===== config.mk =====
export PLATFORM = sky130hd
export DESIGN_NAME = fp_remainder_unit
export DESIGN_NICKNAME = d
export VERILOG_FILES = /design/src/rtl/fpr_pkg.sv /design/src/rtl/fpr_datapath.sv /design/src/rtl/fp_remainder_unit.sv
export SDC_FILE = /design/constraint.sdc
export NUM_CORES = 1
export LEC_CHECK = 0
export ABC_AREA = 1
export BUFFER_PORTS_ARGS = -buffer_cell sky130_fd_sc_hd__buf_2
export CAP_MARGIN = 20
export CORE_ASPECT_RATIO = 1.1
export CORE_MARGIN = 2
export CORE_UTILIZATION = 55
export CTS_CLUSTER_SIZE = 28
export DETAILED_ROUTE_END_ITERATION = 10
export PLACE_DENSITY = 0.75
export SYNTH_ARGS = -nofsm -noshare
export SYNTH_HDL_FRONTEND = slang
export SYNTH_HIERARCHICAL = 1
export SYNTH_SLANG_ARGS = --single-unit

===== constraint.sdc =====
create_clock -name i_clk -period 17.61 [get_ports i_clk]
set_input_delay 1.761 -clock i_clk [delete_from_list [all_inputs] [get_ports i_clk]]
set_output_delay 1.761 -clock i_clk [all_outputs]
set_load 0.01 [all_outputs]

===== src/rtl/fpr_pkg.sv =====
// shared types and constants for the floating-point remainder unit
`default_nettype none
package fpr_pkg;
    localparam logic [1:0] ST_OK    = 2'd0;
    localparam logic [1:0] ST_INV   = 2'd1;
    localparam logic [1:0] ST_DIV0  = 2'd2;
    localparam logic [63:0] QNAN_D  = 64'h7FF8000000000000;
    localparam logic [63:0] QNAN_S  = 64'h0000_0000_7FC00000;

    typedef enum logic [2:0] {
        S_IDLE, S_NORMA, S_NORMB, S_REDUCE, S_RENORM, S_PACK, S_OUT
    } t_state;

    // control from sequencer to datapath
    typedef struct packed {
        logic load;
        logic norm_a;
        logic norm_b;
        logic reduce;
        logic renorm;
    } t_ctl;

    // status from datapath to sequencer
    typedef struct packed {
        logic a_norm_done;
        logic b_norm_done;
        logic red_last;
        logic red_exact;
        logic ren_done;
    } t_sts;
endpackage
`default_nettype wire


===== src/rtl/fpr_datapath.sv =====
// significand registers and the shared subtract/shift unit
`default_nettype none
module fpr_datapath import fpr_pkg::*; (
    input  wire         i_clk,
    input  wire  t_ctl  i_ctl,
    input  wire         i_dbl,
    input  wire  [63:0] i_a,
    input  wire  [63:0] i_b,
    output t_sts        o_sts,
    output logic [63:0] o_mag
);
    logic [53:0] r_mx, r_my, n_mx, n_my;
    logic signed [12:0] r_ex, r_ey, n_ex, n_ey;
    logic [53:0] hid, diff;
    logic        ge;
    logic [5:0]  mb;
    logic [10:0] ea, eb;
    logic [12:0] sh;

    assign mb   = i_dbl ? 6'd52 : 6'd23;
    assign hid  = 54'd1 << mb;
    assign ea   = i_dbl ? i_a[62:52] : {3'd0, i_a[30:23]};
    assign eb   = i_dbl ? i_b[62:52] : {3'd0, i_b[30:23]};
    // one shared compare and subtract
    assign ge   = r_mx >= r_my;
    assign diff = r_mx - r_my;

    assign o_sts.a_norm_done = r_mx >= hid;
    assign o_sts.b_norm_done = r_my >= hid;
    assign o_sts.red_last    = !(r_ex > r_ey);
    assign o_sts.red_exact   = r_mx == r_my;
    assign o_sts.ren_done    = r_mx >= hid;

    always_comb begin
        n_mx = r_mx;
        n_my = r_my;
        n_ex = r_ex;
        n_ey = r_ey;
        if (i_ctl.load) begin
            n_mx = {2'd0, (i_dbl ? i_a[51:0] : {29'd0, i_a[22:0]})};
            n_my = {2'd0, (i_dbl ? i_b[51:0] : {29'd0, i_b[22:0]})};
            if (ea == 11'd0) n_ex = 13'sd1;
            else begin
                n_ex = $signed({2'b0, ea});
                n_mx = n_mx | hid;
            end
            if (eb == 11'd0) n_ey = 13'sd1;
            else begin
                n_ey = $signed({2'b0, eb});
                n_my = n_my | hid;
            end
        end else if (i_ctl.norm_a) begin
            n_mx = r_mx << 1;
            n_ex = r_ex - 13'sd1;
        end else if (i_ctl.norm_b) begin
            n_my = r_my << 1;
            n_ey = r_ey - 13'sd1;
        end else if (i_ctl.reduce) begin
            n_mx = ge ? diff : r_mx;
            if (r_ex > r_ey) begin
                n_mx = n_mx << 1;
                n_ex = r_ex - 13'sd1;
            end
        end else if (i_ctl.renorm) begin
            n_mx = r_mx << 1;
            n_ex = r_ex - 13'sd1;
        end
    end

    always_ff @(posedge i_clk) begin
        r_mx <= n_mx;
        r_my <= n_my;
        r_ex <= n_ex;
        r_ey <= n_ey;
    end

    // pack: normal or subnormal result
    always_comb begin
        sh = 13'd1 - 13'(r_ex);
        if (r_ex > 13'sd0) begin
            o_mag = 64'(r_mx - hid) | (64'(r_ex) << mb);
        end else if (sh >= 13'd54) begin
            o_mag = 64'd0;
        end else begin
            o_mag = 64'(r_mx >> sh[5:0]);
        end
    end
endmodule
`default_nettype wire


===== src/rtl/fp_remainder_unit.sv =====
// top level of the truncated floating-point remainder unit
// usage:
//   cfg channel (i_cfg_valid/o_cfg_ready/i_cfg_data) writes float_mode;
//     0 strict (faults give status), 1 ieee (faults give quiet nan)
//   input stream s_axis: tdata holds is_double, dividend, divisor from bit 0 up
//   output stream m_axis: tdata holds remainder, status from bit 0 up
// path from the input transfer to the result, decided in the pack state:
//   special operands and |a| <= |b|: result goes straight to the output state
//   otherwise: subnormal normalization shifts of a and b (up to 52 each),
//   then one reduction step per unit of exponent difference (up to about
//   2100 for binary64), then result renormalization shifts (up to 52), all
//   on the single shared compare/subtract/shift unit that does one step a
//   cycle; a reduction that comes out exact finishes early
// after each result transfer the block returns to idle before it accepts
// another item
// one item at a time: s_axis_tready is low from acceptance until the
// result transfer completes; a stalled receiver holds the result and the
// block with it
// reset (synchronous, active low) returns to idle, float_mode to strict
`default_nettype none
module fp_remainder_unit import fpr_pkg::*; (
    input  wire          i_clk,
    input  wire          i_rst_n,
    input  wire          i_cfg_valid,
    output logic         o_cfg_ready,
    input  wire          i_cfg_data,
    input  wire          s_axis_tvalid,
    output logic         s_axis_tready,
    input  wire  [135:0] s_axis_tdata,  // is_double, dividend, divisor, zero fill
    output logic         m_axis_tvalid,
    input  wire          m_axis_tready,
    output logic [71:0]  m_axis_tdata   // remainder, status, zero fill
);
    t_state r_state, n_state;
    logic r_mode;
    logic r_dbl;
    logic [63:0] r_a, r_b, r_res, n_res;
    logic [1:0] r_stat, n_stat;
    t_ctl ctl;
    t_sts sts;
    logic [63:0] mag_out;

    logic [63:0] a, b, wm, fm, mag, sbit, sx;
    logic [5:0] mb;
    logic [10:0] ea, eb, emax;
    logic a_top, b_top, a_nan, b_nan, a_inf, b_inf, a_zero, b_zero, inv, div0;

    assign o_cfg_ready   = (r_state == S_IDLE);
    assign s_axis_tready = (r_state == S_IDLE);
    assign m_axis_tvalid = (r_state == S_OUT);
    assign m_axis_tdata  = {6'd0, r_stat, r_res};

    always_ff @(posedge i_clk) begin
        if (!i_rst_n) r_mode <= 1'b0;
        else if (i_cfg_valid && o_cfg_ready) r_mode <= i_cfg_data;
    end

    // classification from captured operands
    assign wm   = r_dbl ? 64'hFFFF_FFFF_FFFF_FFFF : 64'h0000_0000_FFFF_FFFF;
    assign a    = r_a & wm;
    assign b    = r_b & wm;
    assign mb   = r_dbl ? 6'd52 : 6'd23;
    assign fm   = r_dbl ? 64'h000fffffffffffff : 64'h00000000007fffff;
    assign sbit = r_dbl ? 64'h8000000000000000 : 64'h0000000080000000;
    assign mag  = sbit - 64'd1;
    assign sx   = a & sbit;
    assign emax = r_dbl ? 11'h7ff : 11'h0ff;
    assign ea   = 11'((a >> mb)) & emax;
    assign eb   = 11'((b >> mb)) & emax;
    assign a_top  = ea == emax;
    assign b_top  = eb == emax;
    assign a_nan  = a_top && ((a & fm) != 0);
    assign b_nan  = b_top && ((b & fm) != 0);
    assign a_inf  = a_top && ((a & fm) == 0);
    assign b_inf  = b_top && ((b & fm) == 0);
    assign a_zero = (a & mag) == 0;
    assign b_zero = (b & mag) == 0;
    assign inv    = a_nan || b_nan || a_inf || (a_zero && b_zero);
    assign div0   = !a_top && !a_zero && b_zero;

    fpr_datapath u_dp (
        .i_clk (i_clk),
        .i_ctl (ctl),
        .i_dbl (r_dbl),
        .i_a   (a),
        .i_b   (b),
        .o_sts (sts),
        .o_mag (mag_out)
    );

    always_ff @(posedge i_clk) begin
        if (!i_rst_n) r_state <= S_IDLE;
        else r_state <= n_state;
        r_res  <= n_res;
        r_stat <= n_stat;
        if (s_axis_tvalid && s_axis_tready) begin
            r_dbl <= s_axis_tdata[0];
            r_a   <= s_axis_tdata[64:1];
            r_b   <= s_axis_tdata[128:65];
        end
    end

    // sequencer
    always_comb begin
        n_state = r_state;
        n_res   = r_res;
        n_stat  = r_stat;
        ctl     = '0;
        unique case (r_state)
            S_IDLE: begin
                if (s_axis_tvalid) n_state = S_PACK;
            end
            S_PACK: begin
                // classify and load
                n_stat = ST_OK;
                n_state = S_OUT;
                if (inv || div0) begin
                    if (r_mode) n_res = r_dbl ? QNAN_D : QNAN_S;
                    else begin
                        n_res  = 64'd0;
                        n_stat = inv ? ST_INV : ST_DIV0;
                    end
                end else if (b_inf) begin
                    n_res = a;
                end else if ((a & mag) == (b & mag)) begin
                    n_res = sx;
                end else if ((a & mag) < (b & mag)) begin
                    n_res = a;
                end else begin
                    ctl.load = 1'b1;
                    n_state  = S_NORMA;
                end
            end
            S_NORMA: begin
                if (sts.a_norm_done) n_state = S_NORMB;
                else ctl.norm_a = 1'b1;
            end
            S_NORMB: begin
                if (sts.b_norm_done) n_state = S_REDUCE;
                else ctl.norm_b = 1'b1;
            end
            S_REDUCE: begin
                if (sts.red_exact) begin
                    n_res   = sx;
                    n_state = S_OUT;
                end else begin
                    ctl.reduce = 1'b1;
                    if (sts.red_last) n_state = S_RENORM;
                end
            end
            S_RENORM: begin
                if (sts.ren_done) begin
                    n_res   = (mag_out | sx) & wm;
                    n_state = S_OUT;
                end else ctl.renorm = 1'b1;
            end
            S_OUT: begin
                if (m_axis_tready) n_state = S_IDLE;
            end
            default: n_state = S_IDLE;
        endcase
    end
endmodule
`default_nettype wire


==> flow_metrics.env <==
export IMPL_synth_cell_area_um2=27500
export IMPL_antenna_found_initial=1
export IMPL_pwr_share_comb_pct=56.2
export IMPL_die_h_um=239
export IMPL_htree_levels=2
export IMPL_avgSynthCellArea_um2=7.11
export IMPL_fill_cells=4767
export IMPL_rsz0062_at_grt="no"
export IMPL_path_class="flop to flop"
export IMPL_switchingPower_uw=2640
export IMPL_drive_gt1_share_pct=10.4
export IMPL_cp_arrival_ps=7030
export IMPL_finalSetupViolCount=0
export IMPL_hold_class="flop to flop"
export IMPL_finalCritPeriodShare_pct=38.8
export IMPL_cp_data_required_time_ps=17820
export IMPL_drc=0
export IMPL_grt_max_degree=76
export IMPL_gp_congestion=1.01
export IMPL_syn_inst=3872
export IMPL_fin_skew_ps=31.2
export IMPL_final_util_pct=60.4
export IMPL_clkPwrFrac_pct=15.5
export IMPL_slowest_stage="buf_4"
export IMPL_crit_path_max_fanout=74
export IMPL_clockRootBuffer="clkbuf_16"
export IMPL_crit_family="buffers and inverters"
export IMPL_placementRows=86
export IMPL_internal_power_uw=2570
export IMPL_path_buf_inv=7
export IMPL_p_per_area_nw_per_um2=173
export IMPL_hpwlAfterDp_um=79300
export IMPL_boundaryPins=217
export IMPL_routedWlPerCell_um=22.1
export IMPL_io_buffers=202
export IMPL_slew_headroom_pct=19.7
export IMPL_fin_nets=4285
export IMPL_first_global_vias=24800
export IMPL_slowest_delay_ps=770
export IMPL_cts_sinks=332
export IMPL_drt_vias_per_instance=5.78
export IMPL_place_worst_setup_slack_ps=10870
export IMPL_syn_to_final_growth_pct=9.32
export IMPL_drt_iter0_markers=3181
export IMPL_dieArea_um2=51900
export IMPL_post_cts_resized=0
export IMPL_clock_latency_ps=580
export IMPL_finalHoldViolCount=0
export IMPL_dr_pass1_iters=6
export IMPL_cts_tree="built"
export IMPL_setup_tns_ps=0
export IMPL_cts_setup_buffers=0
export IMPL_cts_hold_buf=0
export IMPL_pwr_share_seq_pct=28.3
export IMPL_cp_common_cell="nand2_1"
export IMPL_timing_final_max_slew_violations=0
export IMPL_start_kind="flop"
export IMPL_yosysWarnings=6
export IMPL_die_w_um=217
export IMPL_start_util_pct=55.3
export IMPL_ir_worst_vdd_mv=0.130
export IMPL_core_area_um2=49800
export IMPL_antenna_cells=0
export IMPL_crit_chain="buf_4, buf_4, nand2_1, ha_1, nand2_1, nor3_1, nand3_1, nor3_1, nand2_1, nand2_1, nand3_2, clkinv_2, inv_2, nand3_1, nand2_1, inv_2, buf_4, nand2_1, inv_1"
export IMPL_regToRegSetupSlack_ps=10790
export IMPL_cap_violations=0
export IMPL_worstMarginPinSlew_ps=1190
export IMPL_vias=27100
export IMPL_fin_area_um2=30100
export IMPL_grt_pass1_wl_um=152000
export IMPL_clock_path_buffers=3
export IMPL_postRouteWirelength_um=103000
export IMPL_crit_path_end_kind="flop"
export IMPL_grt_usage_pct=39.4
export IMPL_period_needed_ps=6820
export IMPL_p_leak_uw=0.0147
export IMPL_grt_ovfl_total=0
export IMPL_cts_buffers=38
export IMPL_switching_share_pct=50.7
export IMPL_dpl_instance_area_um2=28800
export IMPL_drtAntennaViolNets=0
export IMPL_timing_final_ws_setup_ps=10790
export IMPL_cts_clk_slew_worst_paths_ps=60
export IMPL_max_freq_mhz=147
export IMPL_status="completed"
## layer usage
metal	share of wire, %	routed length [µm]	global-route usage (%)	up-vias
met5	0.013	13	0	-
li1	-	-	-	13000
met3	9.2	9480	6.70	342
met2	44	46000	62.5	1478
met1	38	39800	49.2	12300
met4	7.9	8170	26.9	2
## layout by cell type, fill, tap and decap left out, drive strengths merged, types with 16 or more instances in the layout
cell type,instances
a21oi,155
o21ai,358
or2,28
o22ai,17
a22o,42
edfxtp,328
clkinv,19
o211ai,26
a31oi,16
nand3,194
a22oi,17
mux2i,72
nor2,286
nor3,36
buf,240
nand2,1276
nor4,21
ha,138
nand4,43
inv,566
xor2,38
clkbuf,45
## through the flow
stage	total power [µW]	hold WS, ps	cells
2_1_floorplan	3400	450	3877
3_3_place_gp	4280	480	4623
3_5_place_dp	4290	485	4623
4_1_cts	5130	510	4690
5_1_grt	5540	535	4691
6_report	5210	514	4691
## state kept, by name, indices dropped and copies added, names as in the netlist, 2 cells and up, named ones only
signal and cells:
r_a 64, r_res 64, r_b 63, u_dp/r_my 54, u_dp/r_mx 53, u_dp/r_ex 13, u_dp/r_ey 13, r_state 3
r_stat 2
## worst min-delay path, stage by stage (launching register included)
cell     delay, ps
dfxtp_1        330
inv_1           80
a21oi_1         60
## path summary, 6_finish.rpt
check / startpoint / to / cells past startpoint
worst max register to register: r_dbl / u_dp/r_ex[12] / 19
worst min-delay path: r_mode / r_mode / 2
worst min register to register: r_mode / r_mode / 2
worst max-delay path: r_dbl / u_dp/r_ex[12] / 19
## power by group through the flow
stage	sequential (µW)	clock (µW)	combinational, µW
4_1_cts	1460	819	2840
6_report	1470	811	2930
2_1_floorplan	1420	0	1980
3_5_place_dp	1470	0	2820
3_3_place_gp	1470	0	2810
5_1_grt	1480	845	3210
## layout make-up
cell class	count	area, µm²	area share [%]
clock buffers	45	977	3.25
clock inverters	22	260	0.865
inverters	571	2150	7.13
multi-input cells	2821	14600	48.6
flip-flops and latches	332	9930	33.0
repair buffers	240	1320	4.37
well taps	660	826	2.74
No activity file was read; power rests on OpenSTA's default activity.
